<file path="src/design/elp_pkg.sv">
// shared types and constants of the ellipse point generator
package elp_pkg;

    localparam int AXIS_BITS_DEF   = 10;
    localparam int COORD_BITS_DEF  = 12;
    localparam int CENTER_BITS     = 11;
    localparam int CFG_IDX_BITS    = 2;
    localparam int CFG_DATA_DEF    = (CENTER_BITS > AXIS_BITS_DEF) ? CENTER_BITS : AXIS_BITS_DEF;
    localparam int QUEUE_DEPTH_DEF = 2;

    localparam logic [CFG_IDX_BITS-1:0] REG_CENTER_X = 2'd0;
    localparam logic [CFG_IDX_BITS-1:0] REG_CENTER_Y = 2'd1;
    localparam logic [CFG_IDX_BITS-1:0] REG_AXIS_A   = 2'd2;
    localparam logic [CFG_IDX_BITS-1:0] REG_AXIS_B   = 2'd3;

    typedef enum logic {
        CMD_STEP    = 1'b0,
        CMD_RESTART = 1'b1
    } t_cmd;

    typedef struct packed {
        logic full;
        logic empty;
    } t_q_stat;

endpackage

</file>
<file path="src/design/elp_if.sv">
// channel interfaces: request input, point output and configuration write
interface elp_in_if;
    logic valid;
    logic ready;
    logic restart;

    modport source (output valid, output restart, input ready);
    modport sink (input valid, input restart, output ready);
endinterface

interface elp_out_if import elp_pkg::*; #(
    parameter int COORD_BITS = COORD_BITS_DEF
);
    logic                         valid;
    logic                         ready;
    logic signed [COORD_BITS-1:0] pt0_x;
    logic signed [COORD_BITS-1:0] pt0_y;
    logic signed [COORD_BITS-1:0] pt1_x;
    logic signed [COORD_BITS-1:0] pt1_y;
    logic signed [COORD_BITS-1:0] pt2_x;
    logic signed [COORD_BITS-1:0] pt2_y;
    logic signed [COORD_BITS-1:0] pt3_x;
    logic signed [COORD_BITS-1:0] pt3_y;
    logic                         region;
    logic                         last_point;

    modport source (
        output valid, output pt0_x, output pt0_y, output pt1_x, output pt1_y,
        output pt2_x, output pt2_y, output pt3_x, output pt3_y,
        output region, output last_point, input ready
    );
    modport sink (
        input valid, input pt0_x, input pt0_y, input pt1_x, input pt1_y,
        input pt2_x, input pt2_y, input pt3_x, input pt3_y,
        input region, input last_point, output ready
    );
endinterface

interface elp_cfg_if import elp_pkg::*; #(
    parameter int DATA_BITS = CFG_DATA_DEF
);
    logic                    valid;
    logic                    ready;
    logic [CFG_IDX_BITS-1:0] index;
    logic [DATA_BITS-1:0]    data;

    modport source (output valid, output index, output data, input ready);
    modport sink (input valid, input index, input data, output ready);
endinterface

</file>
<file path="src/design/elp_front.sv">
// front end: configuration registers, request accept and command classification
module elp_front import elp_pkg::*; #(
    parameter int AXIS_BITS = AXIS_BITS_DEF
) (
    input  logic                          i_clk,
    input  logic                          i_rst_n,
    elp_in_if.sink                        i_in,
    elp_cfg_if.sink                       i_cfg,
    input  t_q_stat                       i_q_stat,
    output logic                          o_push,
    output t_cmd                          o_cmd,
    output logic signed [CENTER_BITS-1:0] o_cx,
    output logic signed [CENTER_BITS-1:0] o_cy,
    output logic [AXIS_BITS-1:0]          o_axis_a,
    output logic [AXIS_BITS-1:0]          o_axis_b
);

    logic signed [CENTER_BITS-1:0] r_cx;
    logic signed [CENTER_BITS-1:0] r_cy;
    logic [AXIS_BITS-1:0]          r_axis_a;
    logic [AXIS_BITS-1:0]          r_axis_b;

    assign i_cfg.ready = 1'b1;
    assign i_in.ready  = !i_q_stat.full;
    assign o_push      = i_in.valid && !i_q_stat.full;
    assign o_cmd       = i_in.restart ? CMD_RESTART : CMD_STEP;

    always_ff @(posedge i_clk) begin
        if (!i_rst_n) begin
            r_cx     <= '0;
            r_cy     <= '0;
            r_axis_a <= '0;
            r_axis_b <= '0;
        end else if (i_cfg.valid) begin
            case (i_cfg.index)
                REG_CENTER_X: begin
                    r_cx <= i_cfg.data[CENTER_BITS-1:0];
                end
                REG_CENTER_Y: begin
                    r_cy <= i_cfg.data[CENTER_BITS-1:0];
                end
                REG_AXIS_A: begin
                    r_axis_a <= i_cfg.data[AXIS_BITS-1:0];
                end
                REG_AXIS_B: begin
                    r_axis_b <= i_cfg.data[AXIS_BITS-1:0];
                end
                default: begin
                    r_cx <= r_cx;
                end
            endcase
        end
    end

    assign o_cx     = r_cx;
    assign o_cy     = r_cy;
    assign o_axis_a = r_axis_a;
    assign o_axis_b = r_axis_b;

endmodule

</file>
<file path="src/design/elp_fifo.sv">
// short command queue between front end and back end (depth a power of two)
module elp_fifo import elp_pkg::*; #(
    parameter int DEPTH = QUEUE_DEPTH_DEF
) (
    input  logic    i_clk,
    input  logic    i_rst_n,
    input  logic    i_push,
    input  t_cmd    i_data,
    input  logic    i_pop,
    output t_cmd    o_data,
    output t_q_stat o_stat
);

    localparam int PW = (DEPTH > 1) ? $clog2(DEPTH) : 1;
    localparam int CW = $clog2(DEPTH + 1);

    t_cmd          r_mem [DEPTH];
    logic [PW-1:0] r_wr;
    logic [PW-1:0] r_rd;
    logic [CW-1:0] r_count;
    logic          w_push;
    logic          w_pop;

    assign o_stat.full  = (r_count == CW'(DEPTH));
    assign o_stat.empty = (r_count == '0);
    assign w_push       = i_push && !o_stat.full;
    assign w_pop        = i_pop && !o_stat.empty;
    assign o_data       = r_mem[r_rd];

    always_ff @(posedge i_clk) begin
        if (w_push) begin
            r_mem[r_wr] <= i_data;
        end
    end

    always_ff @(posedge i_clk) begin
        if (!i_rst_n) begin
            r_wr    <= '0;
            r_rd    <= '0;
            r_count <= '0;
        end else begin
            if (w_push) begin
                r_wr <= r_wr + PW'(1);
            end
            if (w_pop) begin
                r_rd <= r_rd + PW'(1);
            end
            if (w_push && !w_pop) begin
                r_count <= r_count + CW'(1);
            end else if (w_pop && !w_push) begin
                r_count <= r_count - CW'(1);
            end
        end
    end

    a_no_push_full: assert property (@(posedge i_clk) disable iff (!i_rst_n)
        o_stat.full |-> !i_push)
        else $error("push into full queue");

    a_no_pop_empty: assert property (@(posedge i_clk) disable iff (!i_rst_n)
        o_stat.empty |-> !i_pop)
        else $error("pop from empty queue");

endmodule

</file>
<file path="src/design/elp_back.sv">
// back end: decision sequencer with one shared multiplier and output register
module elp_back import elp_pkg::*; #(
    parameter int AXIS_BITS  = AXIS_BITS_DEF,
    parameter int COORD_BITS = COORD_BITS_DEF
) (
    input  logic                          i_clk,
    input  logic                          i_rst_n,
    input  t_q_stat                       i_q_stat,
    input  t_cmd                          i_cmd,
    output logic                          o_pop,
    input  logic signed [CENTER_BITS-1:0] i_cx,
    input  logic signed [CENTER_BITS-1:0] i_cy,
    input  logic [AXIS_BITS-1:0]          i_axis_a,
    input  logic [AXIS_BITS-1:0]          i_axis_b,
    elp_out_if.source                     o_out
);

    localparam int MW   = 2 * AXIS_BITS + 2;
    localparam int DB   = 2 * MW;
    localparam int OB   = AXIS_BITS + 2;
    localparam int SQW  = 2 * AXIS_BITS;
    localparam int SW   = 2 * AXIS_BITS + 1;
    localparam int QW   = 4 * AXIS_BITS;
    localparam int MAXA = (COORD_BITS > OB) ? COORD_BITS : OB;
    localparam int MAXW = (MAXA > CENTER_BITS) ? MAXA : CENTER_BITS;
    localparam int SUMW = MAXW + 1;

    localparam logic [1:0] PH_ONE       = 2'd0;
    localparam logic [1:0] PH_TWO_START = 2'd1;
    localparam logic [1:0] PH_TWO       = 2'd2;
    localparam logic [1:0] PH_DONE      = 2'd3;

    localparam logic [4:0] S_IDLE = 5'd0;
    localparam logic [4:0] S_R1   = 5'd1;
    localparam logic [4:0] S_R2   = 5'd2;
    localparam logic [4:0] S_R3   = 5'd3;
    localparam logic [4:0] S_R4   = 5'd4;
    localparam logic [4:0] S_R5   = 5'd5;
    localparam logic [4:0] S_R6   = 5'd6;
    localparam logic [4:0] S_P1   = 5'd7;
    localparam logic [4:0] S_P2   = 5'd8;
    localparam logic [4:0] S_P3   = 5'd9;
    localparam logic [4:0] S_W1   = 5'd10;
    localparam logic [4:0] S_W2   = 5'd11;
    localparam logic [4:0] S_W3   = 5'd12;
    localparam logic [4:0] S_T0   = 5'd13;
    localparam logic [4:0] S_Q1   = 5'd14;
    localparam logic [4:0] S_Q2   = 5'd15;
    localparam logic [4:0] S_OUT  = 5'd16;

    localparam logic signed [MW-1:0] M_ONE   = MW'(1);
    localparam logic signed [MW-1:0] M_THREE = MW'(3);
    localparam logic signed [OB-1:0] X_ONE   = OB'(1);

    // control
    logic [4:0] r_state, n_state;
    logic [1:0] r_phase, n_phase;
    logic       r_ovalid, n_ovalid;

    // datapath
    logic [AXIS_BITS-1:0]         r_la, n_la;
    logic [AXIS_BITS-1:0]         r_lb, n_lb;
    logic [SQW-1:0]               r_a2, n_a2;
    logic [SQW-1:0]               r_b2, n_b2;
    logic [SW-1:0]                r_s, n_s;
    logic [QW-1:0]                r_a4, n_a4;
    logic signed [DB-1:0]         r_dec, n_dec;
    logic signed [DB-1:0]         r_d2, n_d2;
    logic signed [DB-1:0]         r_acc, n_acc;
    logic signed [DB-1:0]         r_prod, n_prod;
    logic signed [OB-1:0]         r_x, n_x;
    logic signed [OB-1:0]         r_y, n_y;
    logic                         r_reg, n_reg;
    logic                         r_last, n_last;
    logic signed [COORD_BITS-1:0] r_px, n_px;
    logic signed [COORD_BITS-1:0] r_mx, n_mx;
    logic signed [COORD_BITS-1:0] r_py, n_py;
    logic signed [COORD_BITS-1:0] r_my, n_my;
    logic                         r_reg_o, n_reg_o;
    logic                         r_last_o, n_last_o;

    // multiplier operands
    logic signed [MW-1:0] w_ma, w_mb;
    logic signed [MW-1:0] w_xw, w_yw, w_la, w_lb, w_a2, w_b2, w_s, w_psq;
    logic signed [MW-1:0] w_x2p3, w_y2p3, w_1mx, w_1my, w_xp1, w_xm1, w_1m2a, w_1m2b;
    logic signed [MW-1:0] w_xnew;
    logic                 w_inside;
    logic                 w_dec_neg;
    logic                 w_out_free;
    logic signed [SUMW-1:0] w_cxs, w_cys, w_oxs, w_oys;
    logic signed [SUMW-1:0] w_px, w_mx, w_py, w_my;

    assign w_xw   = MW'(r_x);
    assign w_yw   = MW'(r_y);
    assign w_la   = $signed(MW'(r_la));
    assign w_lb   = $signed(MW'(r_lb));
    assign w_a2   = $signed(MW'(r_a2));
    assign w_b2   = $signed(MW'(r_b2));
    assign w_s    = $signed(MW'(r_s));
    assign w_psq  = r_prod[MW-1:0];
    assign w_x2p3 = (w_xw <<< 1) + M_THREE;
    assign w_y2p3 = (w_yw <<< 1) + M_THREE;
    assign w_1mx  = M_ONE - w_xw;
    assign w_1my  = M_ONE - w_yw;
    assign w_xp1  = w_xw + M_ONE;
    assign w_xm1  = w_xw - M_ONE;
    assign w_1m2a = M_ONE - (w_la <<< 1);
    assign w_1m2b = M_ONE - (w_lb <<< 1);
    assign w_dec_neg = r_dec[DB-1];
    assign w_xnew = w_dec_neg ? w_xw : w_xm1;

    // x^2 (a^2 + b^2) <= a^4
    assign w_inside = (r_prod <= $signed(DB'(r_a4)));

    assign w_out_free = !r_ovalid || o_out.ready;

    // four symmetric points, wrapped to the coordinate width
    assign w_cxs = SUMW'(i_cx);
    assign w_cys = SUMW'(i_cy);
    assign w_oxs = SUMW'(r_x);
    assign w_oys = SUMW'(r_y);
    assign w_px  = w_cxs + w_oxs;
    assign w_mx  = w_cxs - w_oxs;
    assign w_py  = w_cys + w_oys;
    assign w_my  = w_cys - w_oys;

    assign o_pop = (r_state == S_IDLE) && !i_q_stat.empty;

    always_comb begin
        w_ma = '0;
        w_mb = '0;
        case (r_state)
            S_R1: begin
                w_ma = w_la;
                w_mb = w_la;
            end
            S_R2: begin
                w_ma = w_lb;
                w_mb = w_lb;
            end
            S_R3: begin
                w_ma = w_a2;
                w_mb = w_a2;
            end
            S_R4: begin
                w_ma = w_a2;
                w_mb = w_1m2b;
            end
            S_R5: begin
                w_ma = w_b2;
                w_mb = w_1m2a;
            end
            S_P1: begin
                w_ma = w_b2;
                w_mb = w_x2p3;
            end
            S_P2: begin
                w_ma = w_a2;
                w_mb = w_1my;
            end
            S_P3: begin
                w_ma = w_xp1;
                w_mb = w_xp1;
            end
            S_W1: begin
                w_ma = w_a2;
                w_mb = w_y2p3;
            end
            S_W2: begin
                w_ma = w_b2;
                w_mb = w_1mx;
            end
            S_W3: begin
                w_ma = w_xnew;
                w_mb = w_xnew;
            end
            S_T0: begin
                w_ma = w_la;
                w_mb = w_la;
            end
            S_Q1: begin
                w_ma = w_psq;
                w_mb = w_s;
            end
            default: begin
                w_ma = '0;
                w_mb = '0;
            end
        endcase
    end

    assign n_prod = w_ma * w_mb;

    always_comb begin
        n_state  = r_state;
        n_phase  = r_phase;
        n_ovalid = r_ovalid;
        n_la     = r_la;
        n_lb     = r_lb;
        n_a2     = r_a2;
        n_b2     = r_b2;
        n_s      = r_s;
        n_a4     = r_a4;
        n_dec    = r_dec;
        n_d2     = r_d2;
        n_acc    = r_acc;
        n_x      = r_x;
        n_y      = r_y;
        n_reg    = r_reg;
        n_last   = r_last;
        n_px     = r_px;
        n_mx     = r_mx;
        n_py     = r_py;
        n_my     = r_my;
        n_reg_o  = r_reg_o;
        n_last_o = r_last_o;

        if (r_ovalid && o_out.ready) begin
            n_ovalid = 1'b0;
        end

        case (r_state)
            S_IDLE: begin
                if (!i_q_stat.empty) begin
                    if (i_cmd == CMD_RESTART) begin
                        n_la    = i_axis_a;
                        n_lb    = i_axis_b;
                        n_state = S_R1;
                    end else begin
                        case (r_phase)
                            PH_ONE:       n_state = S_P1;
                            PH_TWO_START: n_state = S_T0;
                            PH_TWO:       n_state = S_W1;
                            default:      n_state = S_IDLE;
                        endcase
                    end
                end
            end
            S_R1: begin
                n_state = S_R2;
            end
            S_R2: begin
                n_a2    = r_prod[SQW-1:0];
                n_state = S_R3;
            end
            S_R3: begin
                n_b2    = r_prod[SQW-1:0];
                n_s     = SW'(r_a2) + SW'(r_prod[SQW-1:0]);
                n_state = S_R4;
            end
            S_R4: begin
                n_a4    = r_prod[QW-1:0];
                n_state = S_R5;
            end
            S_R5: begin
                n_dec   = (DB'(w_b2) <<< 1) + r_prod;
                n_state = S_R6;
            end
            S_R6: begin
                n_d2   = (DB'(w_a2) <<< 1) + r_prod;
                n_x    = '0;
                n_y    = $signed(OB'(r_lb));
                n_reg  = 1'b0;
                n_last = (r_la == '0) && (r_lb == '0);
                n_phase = ((r_la == '0) && (r_lb == '0)) ? PH_DONE : PH_ONE;
                n_state = S_OUT;
            end
            S_P1: begin
                n_state = S_P2;
            end
            S_P2: begin
                n_acc   = r_dec + (r_prod <<< 1);
                n_state = S_P3;
            end
            S_P3: begin
                if (w_dec_neg) begin
                    n_dec = r_acc;
                end else begin
                    n_dec = r_acc + (r_prod <<< 2);
                    n_y   = r_y - X_ONE;
                end
                n_x     = r_x + X_ONE;
                n_state = S_Q1;
            end
            S_W1: begin
                n_state = S_W2;
            end
            S_W2: begin
                n_acc   = r_dec + (r_prod <<< 1);
                n_state = S_W3;
            end
            S_W3: begin
                if (w_dec_neg) begin
                    n_dec = r_acc;
                end else begin
                    n_dec = r_acc + (r_prod <<< 2);
                    n_x   = r_x - X_ONE;
                end
                n_y     = r_y + X_ONE;
                n_state = S_Q1;
            end
            S_T0: begin
                n_x     = $signed(OB'(r_la));
                n_y     = '0;
                n_dec   = r_d2;
                n_state = S_Q1;
            end
            S_Q1: begin
                n_state = S_Q2;
            end
            S_Q2: begin
                if (r_phase == PH_ONE) begin
                    n_phase = w_inside ? PH_ONE : PH_TWO_START;
                    n_reg   = 1'b0;
                    n_last  = 1'b0;
                end else begin
                    n_phase = w_inside ? PH_DONE : PH_TWO;
                    n_reg   = 1'b1;
                    n_last  = w_inside;
                end
                n_state = S_OUT;
            end
            S_OUT: begin
                if (w_out_free) begin
                    n_ovalid = 1'b1;
                    n_px     = w_px[COORD_BITS-1:0];
                    n_mx     = w_mx[COORD_BITS-1:0];
                    n_py     = w_py[COORD_BITS-1:0];
                    n_my     = w_my[COORD_BITS-1:0];
                    n_reg_o  = r_reg;
                    n_last_o = r_last;
                    n_state  = S_IDLE;
                end
            end
            default: begin
                n_state = S_IDLE;
            end
        endcase
    end

    always_ff @(posedge i_clk) begin
        if (!i_rst_n) begin
            r_state  <= S_IDLE;
            r_phase  <= PH_DONE;
            r_ovalid <= 1'b0;
        end else begin
            r_state  <= n_state;
            r_phase  <= n_phase;
            r_ovalid <= n_ovalid;
        end
    end

    always_ff @(posedge i_clk) begin
        r_la     <= n_la;
        r_lb     <= n_lb;
        r_a2     <= n_a2;
        r_b2     <= n_b2;
        r_s      <= n_s;
        r_a4     <= n_a4;
        r_dec    <= n_dec;
        r_d2     <= n_d2;
        r_acc    <= n_acc;
        r_prod   <= n_prod;
        r_x      <= n_x;
        r_y      <= n_y;
        r_reg    <= n_reg;
        r_last   <= n_last;
        r_px     <= n_px;
        r_mx     <= n_mx;
        r_py     <= n_py;
        r_my     <= n_my;
        r_reg_o  <= n_reg_o;
        r_last_o <= n_last_o;
    end

    assign o_out.valid      = r_ovalid;
    assign o_out.pt0_x      = r_px;
    assign o_out.pt0_y      = r_py;
    assign o_out.pt1_x      = r_mx;
    assign o_out.pt1_y      = r_py;
    assign o_out.pt2_x      = r_px;
    assign o_out.pt2_y      = r_my;
    assign o_out.pt3_x      = r_mx;
    assign o_out.pt3_y      = r_my;
    assign o_out.region     = r_reg_o;
    assign o_out.last_point = r_last_o;

    a_phase_change: assert property (@(posedge i_clk) disable iff (!i_rst_n)
        !$stable(r_phase) |-> ($past(r_state) == S_Q2 || $past(r_state) == S_R6))
        else $error("phase changed outside region test or setup");

    a_out_load: assert property (@(posedge i_clk) disable iff (!i_rst_n)
        $rose(r_ovalid) |-> ($past(r_state) == S_OUT))
        else $error("result loaded outside output state");

    a_region_two_step: assert property (@(posedge i_clk) disable iff (!i_rst_n)
        (r_state == S_W3) |=> ((r_y == $past(r_y) + X_ONE) &&
            (r_x == $past(r_x) || r_x == $past(r_x) - X_ONE)))
        else $error("bad offset step in region two");

    a_region_one_entry: assert property (@(posedge i_clk) disable iff (!i_rst_n)
        (r_state == S_P1) |-> (r_phase == PH_ONE))
        else $error("region one step outside region one");

endmodule

</file>
<file path="src/design/ellipse_point_generator.sv">
// ellipse point generator: top level
// Draws an axis-aligned ellipse with the two-region integer decision scheme.
// Configuration channel i_cfg writes center_x (0), center_y (1), axis_a (2)
// and axis_b (3); write it only while no request is in flight.
// Each request on i_in carries restart. A restart request latches the axes
// and yields the point (0, b) of region one; a step request yields the next
// point. Each result on o_out holds the four mirrored points around the
// center, the region and a last_point flag. Once last_point has been sent,
// step requests are consumed without a result until the next restart.
// The decision update and the region test use the single shared multiplier
// in turn; one request is worked on at a time.
// Requests are buffered in a short command queue, so i_in keeps accepting
// while the result register waits; when the receiver stalls the result is
// held and, once the queue fills, i_in.ready falls.
// Reset clears the queue and the output valid and leaves no ellipse active;
// the configuration registers reset to zero.
module ellipse_point_generator import elp_pkg::*; #(
    parameter int AXIS_BITS   = AXIS_BITS_DEF,
    parameter int COORD_BITS  = COORD_BITS_DEF,
    parameter int QUEUE_DEPTH = QUEUE_DEPTH_DEF
) (
    input  logic      i_clk,
    input  logic      i_rst_n,
    elp_in_if.sink    i_in,
    elp_cfg_if.sink   i_cfg,
    elp_out_if.source o_out
);

    logic                          w_push;
    t_cmd                          w_push_cmd;
    logic                          w_pop;
    t_cmd                          w_pop_cmd;
    t_q_stat                       w_q_stat;
    logic signed [CENTER_BITS-1:0] w_cx;
    logic signed [CENTER_BITS-1:0] w_cy;
    logic [AXIS_BITS-1:0]          w_axis_a;
    logic [AXIS_BITS-1:0]          w_axis_b;

    elp_front #(
        .AXIS_BITS (AXIS_BITS)
    ) u_front (
        .i_clk    (i_clk),
        .i_rst_n  (i_rst_n),
        .i_in     (i_in),
        .i_cfg    (i_cfg),
        .i_q_stat (w_q_stat),
        .o_push   (w_push),
        .o_cmd    (w_push_cmd),
        .o_cx     (w_cx),
        .o_cy     (w_cy),
        .o_axis_a (w_axis_a),
        .o_axis_b (w_axis_b)
    );

    elp_fifo #(
        .DEPTH (QUEUE_DEPTH)
    ) u_fifo (
        .i_clk   (i_clk),
        .i_rst_n (i_rst_n),
        .i_push  (w_push),
        .i_data  (w_push_cmd),
        .i_pop   (w_pop),
        .o_data  (w_pop_cmd),
        .o_stat  (w_q_stat)
    );

    elp_back #(
        .AXIS_BITS  (AXIS_BITS),
        .COORD_BITS (COORD_BITS)
    ) u_back (
        .i_clk    (i_clk),
        .i_rst_n  (i_rst_n),
        .i_q_stat (w_q_stat),
        .i_cmd    (w_pop_cmd),
        .o_pop    (w_pop),
        .i_cx     (w_cx),
        .i_cy     (w_cy),
        .i_axis_a (w_axis_a),
        .i_axis_b (w_axis_b),
        .o_out    (o_out)
    );

endmodule
</file>
<file path="src/flat_wrapper.sv">
// flat-port wrapper written by rule: the top's interface ports become plain ports
module ellipse_point_generator_flat import elp_pkg::*;
#(
    parameter int AXIS_BITS   = AXIS_BITS_DEF,
    parameter int COORD_BITS  = COORD_BITS_DEF,
    parameter int QUEUE_DEPTH = QUEUE_DEPTH_DEF
)
  (i_clk, i_rst_n, i_in_valid, i_in_restart, i_in_ready, i_cfg_valid, i_cfg_index, i_cfg_data, i_cfg_ready, o_out_valid, o_out_pt0_x, o_out_pt0_y, o_out_pt1_x, o_out_pt1_y, o_out_pt2_x, o_out_pt2_y, o_out_pt3_x, o_out_pt3_y, o_out_region, o_out_last_point, o_out_ready);
  elp_in_if i_in_i ();
  elp_cfg_if i_cfg_i ();
  elp_out_if #(.COORD_BITS(COORD_BITS)) o_out_i ();
  input  logic i_clk;
  input  logic i_rst_n;
  input wire logic [$bits(i_in_i.valid)-1:0] i_in_valid;
  input wire logic [$bits(i_in_i.restart)-1:0] i_in_restart;
  output wire logic [$bits(i_in_i.ready)-1:0] i_in_ready;
  input wire logic [$bits(i_cfg_i.valid)-1:0] i_cfg_valid;
  input wire logic [$bits(i_cfg_i.index)-1:0] i_cfg_index;
  input wire logic [$bits(i_cfg_i.data)-1:0] i_cfg_data;
  output wire logic [$bits(i_cfg_i.ready)-1:0] i_cfg_ready;
  output wire logic [$bits(o_out_i.valid)-1:0] o_out_valid;
  output wire logic [$bits(o_out_i.pt0_x)-1:0] o_out_pt0_x;
  output wire logic [$bits(o_out_i.pt0_y)-1:0] o_out_pt0_y;
  output wire logic [$bits(o_out_i.pt1_x)-1:0] o_out_pt1_x;
  output wire logic [$bits(o_out_i.pt1_y)-1:0] o_out_pt1_y;
  output wire logic [$bits(o_out_i.pt2_x)-1:0] o_out_pt2_x;
  output wire logic [$bits(o_out_i.pt2_y)-1:0] o_out_pt2_y;
  output wire logic [$bits(o_out_i.pt3_x)-1:0] o_out_pt3_x;
  output wire logic [$bits(o_out_i.pt3_y)-1:0] o_out_pt3_y;
  output wire logic [$bits(o_out_i.region)-1:0] o_out_region;
  output wire logic [$bits(o_out_i.last_point)-1:0] o_out_last_point;
  input wire logic [$bits(o_out_i.ready)-1:0] o_out_ready;
  assign i_in_i.valid = i_in_valid;
  assign i_in_i.restart = i_in_restart;
  assign i_in_ready = i_in_i.ready;
  assign i_cfg_i.valid = i_cfg_valid;
  assign i_cfg_i.index = i_cfg_index;
  assign i_cfg_i.data = i_cfg_data;
  assign i_cfg_ready = i_cfg_i.ready;
  assign o_out_valid = o_out_i.valid;
  assign o_out_pt0_x = o_out_i.pt0_x;
  assign o_out_pt0_y = o_out_i.pt0_y;
  assign o_out_pt1_x = o_out_i.pt1_x;
  assign o_out_pt1_y = o_out_i.pt1_y;
  assign o_out_pt2_x = o_out_i.pt2_x;
  assign o_out_pt2_y = o_out_i.pt2_y;
  assign o_out_pt3_x = o_out_i.pt3_x;
  assign o_out_pt3_y = o_out_i.pt3_y;
  assign o_out_region = o_out_i.region;
  assign o_out_last_point = o_out_i.last_point;
  assign o_out_i.ready = o_out_ready;
  ellipse_point_generator #(.AXIS_BITS(AXIS_BITS), .COORD_BITS(COORD_BITS), .QUEUE_DEPTH(QUEUE_DEPTH)) u_core (.i_clk(i_clk), .i_rst_n(i_rst_n), .i_in(i_in_i), .i_cfg(i_cfg_i), .o_out(o_out_i));
endmodule
</file>
<file path="config.mk">
export PLATFORM = sky130hd
export DESIGN_NAME = ellipse_point_generator_flat
export DESIGN_NICKNAME = d
export VERILOG_FILES = /design/src/design/elp_pkg.sv /design/src/design/elp_if.sv /design/src/design/elp_front.sv /design/src/design/elp_fifo.sv /design/src/design/elp_back.sv /design/src/design/ellipse_point_generator.sv /design/src/flat_wrapper.sv
export SDC_FILE = /design/constraint.sdc
export NUM_CORES = 2
export LEC_CHECK = 0
export BUFFER_PORTS_ARGS = -buffer_cell sky130_fd_sc_hd__buf_4
export CORE_MARGIN = 4
export CORE_UTILIZATION = 40
export CTS_BUF_LIST = sky130_fd_sc_hd__clkbuf_2
export DETAILED_ROUTE_END_ITERATION = 8
export SLEW_MARGIN = 20
export SYNTH_ARGS = -nofsm -noshare
export SYNTH_HDL_FRONTEND = slang
export SYNTH_SLANG_ARGS = --single-unit
export TNS_END_PERCENT = 100
</file>
<file path="constraint.sdc">
create_clock -name i_clk -period 10.5 [get_ports i_clk]
set_input_delay 1.575 -clock i_clk [delete_from_list [all_inputs] [get_ports i_clk]]
set_output_delay 1.575 -clock i_clk [all_outputs]
set_load 0.02 [all_outputs]
</file>
==> summary.txt <==
Layout
  – Post-layout util: 0.438
  – Biggest register: u_core.u_back.r_prod
  – Number of flip-flops under the largest register name: 44
  – Fill count: 11200
  – Share of cells above drive strength 1: 0.0883
  – Final nets: 6016
  – Layout area overhead: 8.26%

Clocking
  – Clock-pin slew on the worst setup and hold paths: 0.12 ns
  – Clock sink total: 425
  – H-Tree Depth: 3
  – Number of hold buffers added after CTS: 0
  – Skew-Pair Late Insertion Delay: 1.31 ns
  – TritonCTS clock tree: yes
  – Clk buf depth: 3
  – Num CTS Buffers: 116
  – Clock tree root driver cell: clkbuf_2
  – Cts repair resizes: 0
  – Post-CTS setup buffers: 0

Setup path
  – Worst-path fanout max: 17
  – CP Launch Point: u_core.u_back.r_x[3]
  – Critical path data required time: 11.74 ns
  – CP endpoint kind: flop
  – Worst stage delay on the critical path: 0.63 ns
  – Slowest cell on crit path: edfxtp_1
  – Worst setup SP type: flop
  – Reg2reg start: u_core.u_back.r_x[3]
  – Crit path kind: flop to flop
  – CP dominant cell by count: fa_1
  – Worst path arrival time: 11.18 ns

Pwr
  – Overall Power: 4.80 mW
  – P per Cell Area: 95.3 nW/um2
  – VDD IR max: 0.0707 mV
  – Leak: 22.8 nW

Run
  – Max Cap Viol: 0

Yosys
  – Ys Warns: 0
  – Post-synth ARST share: 0
  – Yosys top cell by area: fa_1
  – Mapped Area: 46500 um2
  – Top-area cell type share of the netlist area: 0.220
  – Synth cell types: 82
  – Count of state elements after synthesis: 425
  – Count leader, synth: inv_1
  – Top post-synthesis cells by count: inv_1 (735), nand2_1 (541), fa_1 (512), ha_1 (398), nor2_1 (376)
  – Top cells by area, synth: fa_1 (22%), edfxtp_1 (21%), ha_1 (11%)
  – Mean Syn Cell Area: 9.36 um2
  – Most frequently used flop master after synthesis: edfxtp_1
  – Sequential share of the synthesized area: 0.253
  – EDFF count, synth: 326
  – Syn Inst Count: 4966
  – Syn Nets: 5895

STA
  – Final Hold Fails: 0
  – Min Clock Period, post-route: 9.94 ns
  – RSZ-0062 raised after global routing: no
  – Worst hold margin: 0.360 ns
  – Setup_tns: 0 ns
  – Final worst slack: 0.556 ns
  – Slew headroom: 0.298
  – Tcrit/Tclk final: 0.947
  – Final-report setup violation count: 0
  – Max Clock Skew: 0.186 ns
  – Worst Tran Pin Value: 1.03 ns
  – Max Fclk: 0.101 GHz
  – Slew Limit Fails: 0

Floorplan
  – Die width: 349 um
  – Rows: 124
  – Initial Util: 0.405
  – I/O pin cnt: 120
  – Die area: 122000 um2
  – CORE AREA: 115000 um2
  – Die height: 349 um

GRT
  – First-pass GRT wire length: 221 mm
  – Number of global-route vias before repair: 37300
  – Largest net degree at the start of global routing: 53
  – Gr usage total: 0.233
  – Antenna violations before repair: 2
  – Total gr overflow: 0

Placed design
  – Setup WS pre-CTS: 0.324 ns
  – Final HPWL from detailed placement: 112 mm
  – Port Buf Inserts: 118
  – Routability cong.: 0.956

Route
  – Antenna viol nets, final: 0
  – Pre-antenna DRT Iters: 6
  – Wire length per cell: 21.3 um
  – Via Count: 37000
  – Initial DRC Count: 3549
  – Residual DRC count: 0
  – Avg Vias per Cell: 5.52
  – Routed wire length: 143 mm

Status
  – Outcome: finished clean

Worst hold path
  – Hold_sp: u_core.u_front.o_axis_b[9]
  – Min-delay worst type: flop to flop
==> layer usage <==
layer / GRT usage / vias up / routed length (um)
met5: 0 / - / 0
met4: 0.0684 / 0 / 4320
met3: 0.0435 / 269 / 11300
met2: 0.355 / 1425 / 61300
met1: 0.339 / 18300 / 65700
li1: - / 17000 / -
==> worst max-delay path: cells and delay by family, from the launching register on <==
kind | cells | cell delay (ns)
adder cells (fa/ha/maj) | 8 | 3.76
XOR/XNOR | 1 | 0.14
flip-flops | 1 | 0.63
AND/OR/NAND/NOR | 5 | 1.56
buffers and inverters | 3 | 0.36
AO/OA/AOI/OAI | 12 | 3.44
==> where the power goes <==
| group | total, mW | leakage (nW) | internal (mW) | switching, mW |
|---|---|---|---|---|
| registers | 2.07 | 3.75 | 1.92 | 0.144 |
| clock network | 1.33 | 0.855 | 0.546 | 0.789 |
| logic | 1.39 | 18.2 | 0.502 | 0.892 |
==> placed cells by master, fill, tap and decap left out, types with 13 or more instances in the layout <==
| master | n |
|---|---|
| ha_1 | 398 |
| a21o_1 | 84 |
| nor2b_1 | 69 |
| buf_4 | 219 |
| a211oi_1 | 37 |
| a21oi_1 | 222 |
| and3_1 | 35 |
| a221o_1 | 18 |
| o221ai_1 | 13 |
| xnor2_1 | 198 |
| a222oi_1 | 39 |
| o21ai_0 | 214 |
| o21a_1 | 33 |
| a22oi_1 | 36 |
| o31ai_1 | 21 |
| fa_1 | 512 |
| clkbuf_2 | 165 |
| and2_1 | 40 |
| nor3_1 | 72 |
| nand3_1 | 74 |
| nand2b_1 | 48 |
| dfxtp_1 | 99 |
| a21boi_0 | 41 |
| edfxtp_1 | 326 |
| nor4_1 | 13 |
| xor2_1 | 111 |
| nand4_1 | 39 |
| inv_1 | 734 |
| nand2_1 | 539 |
| a31oi_1 | 20 |
| mux2i_1 | 32 |
| o21bai_1 | 35 |
| clkinv_1 | 39 |
| o211ai_1 | 13 |
| or3_1 | 25 |
| nor2_1 | 370 |
==> cell families (layout without fill, tap and decap cells) <==
family	after synthesis	after routing	share of synthesized area
fa+ha+maj	910	910	0.328
xor+xnor	309	309	0.0582
buf+inv	957	1178	0.0829
simple gates	1385	1385	0.135
flops	425	425	0.253
other cells	1	5	0.0000806
compound gates	946	946	0.136
mux	33	33	0.00713
==> layout make-up <==
class / count / area (um2) / area share
multi-input cells: 3584 / 31000 / 0.616
inverters: 738 / 2770 / 0.0550
diodes: 4 / 10.0 / 0.000199
clock buffers: 165 / 826 / 0.0164
repair buffers: 222 / 1700 / 0.0339
flip-flops and latches: 425 / 11800 / 0.234
well taps: 1512 / 1890 / 0.0376
clock inverters: 53 / 368 / 0.00731
==> through the flow <==
step,instances,instance area (um2)
2_1_floorplan,4966,46500
3_3_place_gp,6481,49100
3_5_place_dp,6481,49100
4_1_cts,6699,50300
5_1_grt,6703,50300
6_report,6703,50300
==> final timing paths <==
kind,slack (ns),cells after the start,to
worst max-delay path,0.56,29,u_core.u_back.r_prod[43]
worst min-delay path,0.36,0,u_core.u_back.r_lb[9]
worst max register to register,0.56,29,u_core.u_back.r_prod[43]
worst min register to register,0.36,0,u_core.u_back.r_lb[9]
Power figures use the tool's default switching activity.
